### config.mk
export PLATFORM = sky130hd
export DESIGN_NAME = baro_sensor_compensation_flat
export DESIGN_NICKNAME = d
export VERILOG_FILES = /design/src/rtl/core/bsc_pkg.sv /design/src/rtl/core/bsc_intf.sv /design/src/rtl/core/baro_sensor_compensation.sv /design/src/flat_wrapper.sv
export SDC_FILE = /design/constraint.sdc
export NUM_CORES = 2
export LEC_CHECK = 0
export ABC_CLOCK_PERIOD_IN_PS = 11100
export BUFFER_PORTS_ARGS = -buffer_cell sky130_fd_sc_hd__buf_4
export CELL_PAD_IN_SITES_DETAIL_PLACEMENT = 1
export CELL_PAD_IN_SITES_GLOBAL_PLACEMENT = 2
export CORE_ASPECT_RATIO = 1.5
export CORE_MARGIN = 4
export CORE_UTILIZATION = 35
export CTS_BUF_LIST = sky130_fd_sc_hd__clkbuf_4 sky130_fd_sc_hd__clkbuf_8
export CTS_CLUSTER_SIZE = 8
export DETAILED_ROUTE_END_ITERATION = 8
export PLACE_DENSITY = 0.71
export SYNTH_ARGS = -nofsm -noshare
export SYNTH_HDL_FRONTEND = slang
export SYNTH_SLANG_ARGS = --single-unit
### constraint.sdc
create_clock -name clk -period 11.1 [get_ports clk]
set_input_delay 0.555 -clock clk [delete_from_list [all_inputs] [get_ports clk]]
set_output_delay 0.555 -clock clk [all_outputs]
set_load 0.1 [all_outputs]
### src/rtl/core/bsc_pkg.sv
// Shared widths for the barometer compensation block.
package bsc_pkg;

  localparam int RAW_W      = 24;  // raw conversion word
  localparam int COEF_W     = 16;  // calibration word
  localparam int RES_W      = 32;  // result fields
  localparam int CFG_ADDR_W = 3;   // register index

endpackage

### src/rtl/core/bsc_intf.sv
// Valid/ready channels for raw samples and compensated results.
interface bsc_sample_if;
  logic                              valid;
  logic                              ready;
  logic [bsc_pkg::RAW_W-1:0]         pressure_raw;
  logic [bsc_pkg::RAW_W-1:0]         temperature_raw;

  modport source (output valid, output pressure_raw, output temperature_raw, input ready);
  modport sink   (input valid, input pressure_raw, input temperature_raw, output ready);
endinterface

interface bsc_result_if;
  logic                              valid;
  logic                              ready;
  logic signed [bsc_pkg::RES_W-1:0]  temperature_centideg;
  logic signed [bsc_pkg::RES_W-1:0]  pressure_pa;
  logic signed [bsc_pkg::RES_W-1:0]  pressure_smoothed;

  modport source (output valid, output temperature_centideg, output pressure_pa,
                  output pressure_smoothed, input ready);
  modport sink   (input valid, input temperature_centideg, input pressure_pa,
                  input pressure_smoothed, output ready);
endinterface

### src/rtl/core/baro_sensor_compensation.sv
// One sample is in work at a time: the sequencer takes a new beat only from idle and
//   steps the one shared 26x26 signed multiplier; it holds before the output register
//   until the previous result has been taken.
// A sample is accepted while the previous result still waits in the output register.
// Reset (rst, synchronous, active high): calibration words and the smoothing
//   history go to zero, the sequencer to idle, the output register empty.
module baro_sensor_compensation (
  input  logic                              clk,
  input  logic                              rst,
  input  logic                              cfg_we,
  input  logic [bsc_pkg::CFG_ADDR_W-1:0]    cfg_addr,
  input  logic [bsc_pkg::COEF_W-1:0]        cfg_data,
  bsc_sample_if.sink                        sample,
  bsc_result_if.source                      result
);

  // Calibration register indexes
  localparam logic [bsc_pkg::CFG_ADDR_W-1:0] REG_C1 = 3'd0;  // pressure sensitivity
  localparam logic [bsc_pkg::CFG_ADDR_W-1:0] REG_C2 = 3'd1;  // pressure offset
  localparam logic [bsc_pkg::CFG_ADDR_W-1:0] REG_C3 = 3'd2;  // TC of sensitivity
  localparam logic [bsc_pkg::CFG_ADDR_W-1:0] REG_C4 = 3'd3;  // TC of offset
  localparam logic [bsc_pkg::CFG_ADDR_W-1:0] REG_C5 = 3'd4;  // reference temperature
  localparam logic [bsc_pkg::CFG_ADDR_W-1:0] REG_C6 = 3'd5;  // TC of temperature

  localparam logic signed [19:0] T_REF = 20'sd2000;  // 20.00 C

  typedef enum logic [3:0] {
    ST_IDLE,      // wait for a sample beat
    ST_DT,        // dT = D2 - C5*256
    ST_MUL_TS,    // dT*C6
    ST_MUL_OFF,   // T = 2000 + (dT*C6 >> 23); start C4*dT
    ST_MUL_SENS,  // OFF = C2<<17 + (C4*dT >> 6); start C3*dT
    ST_MUL_DSQ,   // SENS = C1<<16 + (C3*dT >> 7); start D*D
    ST_MUL_DTSQ,  // latch D^2; start dT*dT
    ST_CORR,      // second-order T and SENS, 61*D^2
    ST_CORR_OFF,  // second-order OFF
    ST_PLO,       // D1 * SENS low part
    ST_PHI,       // D1 * SENS high part
    ST_PACC,      // combine partial products
    ST_PRES,      // P = ((D1*SENS >> 21) - OFF) >> 15
    ST_SMOOTH,    // 7*P + previous
    ST_OUT        // load output register once it is free
  } state_t;

  state_t state;

  logic [bsc_pkg::COEF_W-1:0] c1, c2, c3, c4, c5, c6;

  logic [bsc_pkg::RAW_W-1:0]  d1, d2;
  logic signed [24:0]         dt;
  logic signed [19:0]         t;
  logic signed [39:0]         off, sens;
  logic [35:0]                sq;
  logic [39:0]                m61;
  logic signed [63:0]         acc;
  logic [31:0]                p, sum, prev;
  logic                       low;

  // Shared multiplier, product registered every cycle
  logic signed [25:0]         mul_a, mul_b;
  logic signed [51:0]         mul_p, prod;

  logic signed [19:0]         dlt;
  logic signed [47:0]         diff;
  logic signed [32:0]         adj;

  assign mul_p = mul_a * mul_b;
  assign dlt   = t - T_REF;
  assign diff  = {{5{acc[63]}}, acc[63:21]} - {{8{off[39]}}, off};
  // truncate toward zero: bias negatives by 7 before the shift
  assign adj   = {sum[31], sum} + (sum[31] ? 33'sd7 : 33'sd0);

  always_comb begin
    mul_a = {{1{dt[24]}}, dt};
    mul_b = '0;
    case (state)
      ST_MUL_TS:   mul_b = {10'd0, c6};
      ST_MUL_OFF:  mul_b = {10'd0, c4};
      ST_MUL_SENS: mul_b = {10'd0, c3};
      ST_MUL_DSQ: begin
        mul_a = {{6{dlt[19]}}, dlt};
        mul_b = {{6{dlt[19]}}, dlt};
      end
      ST_MUL_DTSQ: mul_b = {{1{dt[24]}}, dt};
      ST_PLO: begin
        mul_a = {2'd0, d1};
        mul_b = {7'd0, sens[18:0]};
      end
      ST_PHI: begin
        mul_a = {2'd0, d1};
        mul_b = {{5{sens[39]}}, sens[39:19]};
      end
      default: mul_b = '0;
    endcase
  end

  assign sample.ready = (state == ST_IDLE);

  always_ff @(posedge clk) begin
    prod <= mul_p;
    if (rst) begin
      state        <= ST_IDLE;
      result.valid <= 1'b0;
      prev         <= '0;
      c1 <= '0; c2 <= '0; c3 <= '0; c4 <= '0; c5 <= '0; c6 <= '0;
    end else begin
      if (cfg_we) begin
        case (cfg_addr)
          REG_C1:  c1 <= cfg_data;
          REG_C2:  c2 <= cfg_data;
          REG_C3:  c3 <= cfg_data;
          REG_C4:  c4 <= cfg_data;
          REG_C5:  c5 <= cfg_data;
          REG_C6:  c6 <= cfg_data;
          default: ;  // unmapped index, dropped
        endcase
      end

      // ST_OUT drives valid itself when it reloads the register
      if (result.valid && result.ready && state != ST_OUT) result.valid <= 1'b0;

      case (state)
        ST_IDLE: begin
          if (sample.valid) begin
            d1    <= sample.pressure_raw;
            d2    <= sample.temperature_raw;
            state <= ST_DT;
          end
        end
        ST_DT: begin
          dt    <= $signed({1'b0, d2}) - $signed({1'b0, c5, 8'd0});
          state <= ST_MUL_TS;
        end
        ST_MUL_TS: state <= ST_MUL_OFF;
        ST_MUL_OFF: begin
          t     <= prod[42:23] + T_REF;
          state <= ST_MUL_SENS;
        end
        ST_MUL_SENS: begin
          off   <= $signed({7'd0, c2, 17'd0}) + prod[45:6];
          state <= ST_MUL_DSQ;
        end
        ST_MUL_DSQ: begin
          sens  <= $signed({8'd0, c1, 16'd0}) + prod[46:7];
          low   <= dlt[19];
          state <= ST_MUL_DTSQ;
        end
        ST_MUL_DTSQ: begin
          sq    <= prod[35:0];
          state <= ST_CORR;
        end
        ST_CORR: begin
          if (low) begin
            t    <= t - $signed(prod[50:31]);
            sens <= sens - $signed({2'd0, sq, 2'd0});
          end
          m61   <= ({4'd0, sq} << 6) - ({4'd0, sq} << 1) - {4'd0, sq};
          state <= ST_CORR_OFF;
        end
        ST_CORR_OFF: begin
          if (low) off <= off - $signed({4'd0, m61[39:4]});
          state <= ST_PLO;
        end
        ST_PLO: state <= ST_PHI;
        ST_PHI: begin
          acc   <= {{12{prod[51]}}, prod};
          state <= ST_PACC;
        end
        ST_PACC: begin
          acc   <= acc + ({{12{prod[51]}}, prod} << 19);
          state <= ST_PRES;
        end
        ST_PRES: begin
          p     <= diff[46:15];
          state <= ST_SMOOTH;
        end
        ST_SMOOTH: begin
          sum   <= {p[28:0], 3'd0} - p + prev;
          state <= ST_OUT;
        end
        ST_OUT: begin
          // hold here until the previous result beat has gone
          if (!result.valid || result.ready) begin
            result.valid                <= 1'b1;
            result.temperature_centideg <= {{12{t[19]}}, t};
            result.pressure_pa          <= p;
            result.pressure_smoothed    <= {{2{adj[32]}}, adj[32:3]};
            prev                        <= p;
            state                       <= ST_IDLE;
          end
        end
        default: state <= ST_IDLE;
      endcase
    end
  end

endmodule

### src/flat_wrapper.sv
// flat-port wrapper written by rule: the top's interface ports become plain ports
module baro_sensor_compensation_flat 
  (clk, rst, cfg_we, cfg_addr, cfg_data, sample_valid, sample_pressure_raw, sample_temperature_raw, sample_ready, result_valid, result_temperature_centideg, result_pressure_pa, result_pressure_smoothed, result_ready);
  bsc_sample_if sample_i ();
  bsc_result_if result_i ();
  input  logic clk;
  input  logic rst;
  input  logic cfg_we;
  input  logic [bsc_pkg::CFG_ADDR_W-1:0] cfg_addr;
  input  logic [bsc_pkg::COEF_W-1:0] cfg_data;
  input wire logic [$bits(sample_i.valid)-1:0] sample_valid;
  input wire logic [$bits(sample_i.pressure_raw)-1:0] sample_pressure_raw;
  input wire logic [$bits(sample_i.temperature_raw)-1:0] sample_temperature_raw;
  output wire logic [$bits(sample_i.ready)-1:0] sample_ready;
  output wire logic [$bits(result_i.valid)-1:0] result_valid;
  output wire logic [$bits(result_i.temperature_centideg)-1:0] result_temperature_centideg;
  output wire logic [$bits(result_i.pressure_pa)-1:0] result_pressure_pa;
  output wire logic [$bits(result_i.pressure_smoothed)-1:0] result_pressure_smoothed;
  input wire logic [$bits(result_i.ready)-1:0] result_ready;
  assign sample_i.valid = sample_valid;
  assign sample_i.pressure_raw = sample_pressure_raw;
  assign sample_i.temperature_raw = sample_temperature_raw;
  assign sample_ready = sample_i.ready;
  assign result_valid = result_i.valid;
  assign result_temperature_centideg = result_i.temperature_centideg;
  assign result_pressure_pa = result_i.pressure_pa;
  assign result_pressure_smoothed = result_i.pressure_smoothed;
  assign result_i.ready = result_ready;
  baro_sensor_compensation u_core (.clk(clk), .rst(rst), .cfg_we(cfg_we), .cfg_addr(cfg_addr), .cfg_data(cfg_data), .sample(sample_i), .result(result_i));
endmodule
==> results.toml <==
[status]
status = "completed"

[placement]
port_buffers = 169
gp_congestion = 0.928
dp.cells = 8877
dpl.hpwl_um = 191000

[synth]
synth_compound_area_frac = 0.123
synth_nets = 7779
yosysUniqueCellTypes = 86
yosysMostFrequentCell = "inv_1"
yosys_warnings = 0
synth.area.top_cells = "fa_1, edfxtp_1, ha_1, inv_1, dfxtp_1"
yosysTopAreaCell = "fa_1"
synthFlopType = "edfxtp_1"
ys_ff_latch = 613
syn_avg_cell_area_sq_um = 9.36
synthTopCellsByCount = "inv_1, nand2_1, fa_1"
synth_fa_ha_area_frac = 0.342
synth_edf_count = 431
synthCells = 6498
synth_top_area_frac = 0.250
syn_area_sq_um = 60900
synthSimpleGateAreaFrac = 0.126
muxShareOfSynthArea = 0.00290
synth_xor_area_frac = 0.0517
synthArstFlopShare = 0
ys_seq_area_frac = 0.273
synth_top_family_by_area = "adder cells"

[final_layout]
multi_input_area_sq_um = 39500
final_cells = 9137
layout.nets = 8061
final_core_util = 0.395
syn_to_final_growth_pct = 12.3
fillers = 19810
ff_latch_area_sq_um = 16600
drive_gt1_frac = 0.0839

[cts]
ctsResizeCount = 0
clk_pin_slew_ps = 70
clk_path_buf_depth = 3
ctsHoldBuffers = 64
cts_tree = "done"
ctsRootBufferMaster = "clkbuf_8"
cts_setup_buffers = 0
clock_sinks = 613
cts_buffers = 105
htreeDepth = 3
clk_latency_ps = 890

[detailed_routing]
drt-pass1-iter-count = 6
via_count = 47972
drc = 0
drt-vias-per-instance = 5.25
wire_per_inst_um = 25.5
drt_wl_total_um = 233000
initialDrtViolationCount = 2548
detail-route-antenna-nets = 0

[timing]
rsz0062_at_grt = "false"
setup_tns_ps = 0
slew_headroom = 0.134
tightestPinTransition_ps = 1290
period_minus_slack_ps = 10300
period_share = 0.928
clock.fmax_mhz = 97.0
setup_viol = 0
finalHoldViolCount = 0
report.final.slew_viol_count = 0
skew_ps = 81.8

[critical_path]
required_ps = 11840
crit_type = "register to register"
critPathMaxFanout = 20
endpoint_kind = "register"
cpMostUsedCell = "fa_1"
slowest_delay_ps = 800
cp.arrival_ps = 11040
start_kind = "register"
cp_slowest_cell = "dfxtp_1"

[global_route]
grt_pass1_wl_um = 345000
grt_usage = 0.258
grt_pass1_vias = 53095
grt_max_degree = 64
grt_overflow_total = 0
antenna_found_initial = 7

[floorplanning]
start_util = 0.352
io_pins = 170
rows = 187
dieArea_sq_um = 181000
coreArea_sq_um = 173000
dieHeight_um = 519
dieWidth_um = 348

[power]
p_leak_uw = 0.0314
powerDensity_nw_per_um2 = 92.4
ir_drop_uv = 92.4

[job]
drv_cap = 0

[min_path]
hold_class = "input port to register"
-- placed cells by master (no fill, tap or decap), types with 31 or more instances in the layout --
cell	instances
inv_1	1079
nand2_1	951
fa_1	759
ha_1	450
nor2_1	443
edfxtp_1	431
a21oi_1	426
buf_4	320
xnor2_1	238
o21ai_0	227
dfxtp_1	182
a21o_1	151
xor2_1	121
clkbuf_8	119
nand3_1	74
dlygate4sd3_1	64
nor3_1	61
nand2b_1	57
o21a_1	50
nor2b_1	46
a22oi_1	35
a31oi_1	34
clkbuf_4	33
o21bai_1	31
-- registers in the layout (all words and copies together) (netlist names), 16 cells and up --
register,flops
u_core.c2,16
u_core.c6,16
u_core.c3,16
u_core.c4,16
u_core.off,40
u_core.prev,29
u_core.result.pressure_pa,29
u_core.d2,24
u_core.prod,52
u_core.sens,40
u_core.sum,32
u_core.d1,24
u_core.p,29
u_core.acc,45
u_core.result.temperature_centideg,20
u_core.t,20
u_core.dt,25
u_core.c1,16
u_core.result.pressure_smoothed,30
u_core.m61,36
u_core.c5,16
u_core.sq,36
-- layout make-up --
type / count / share of cell area
diodes: 2 / 0.0000732
clock buffers: 152 / 0.0276
clock inverters: 42 / 0.00538
inverters: 1083 / 0.0595
multi-input cells: 4592 / 0.578
flip-flops and latches: 613 / 0.243
well taps: 2268 / 0.0415
repair buffers: 385 / 0.0448
-- per-layer routing --
layer | vias to the layer above | routed length [um] | GRT usage
li1 | 21717 | - | -
met4 | 2 | 15400 | 0.141
met5 | - | 13 | 0
met3 | 459 | 8010 | 0.0259
met1 | 24725 | 90800 | 0.295
met2 | 1069 | 119000 | 0.469
-- worst paths after layout --
check | start | end | slack, ps | cells past startpoint
max | u_core.state[0] | u_core.prod[50] | 800 | 29
min | sample_valid | u_core.state[0] | 150 | 3
max reg2reg | u_core.state[0] | u_core.prod[50] | 800 | 29
min reg2reg | u_core.d2[4] | u_core.dt[4] | 420 | 0
-- through the flow --
stage	instance area [sq um]	setup WS [ps]	power [uW]	hold slack (ps)
after floorplan	60900	2510	3480	400
after global placement	65400	988	4040	414
after detailed placement	65400	854	4060	415
after CTS	68300	754	6400	37.9
after global routing	68300	270	6620	131
final	68300	795	6320	150
-- cells by family after synthesis --
family	Yosys count
XOR/XNOR	359
adder cells (fa/ha/maj)	1209
flip-flops	613
buffers and inverters	1293
AND/OR/NAND/NOR	1810
multiplexers	17
AO/OA/AOI/OAI	1197
-- critical path: cells and delay by family, from the launching register on --
family	cells	cell delay, ps
buffers and inverters	5	1490
XOR/XNOR	1	200
adder cells (fa/ha/maj)	8	4210
flip-flops	1	800
AND/OR/NAND/NOR	7	1720
AO/OA/AOI/OAI	8	1720
-- power by group --
| group | switching (uW) | internal, uW |
|---|---|---|
| Sequential | 116 | 2540 |
| Combinational | 873 | 506 |
| Clock | 1080 | 1200 |
(Power assumes the default switching activity.)
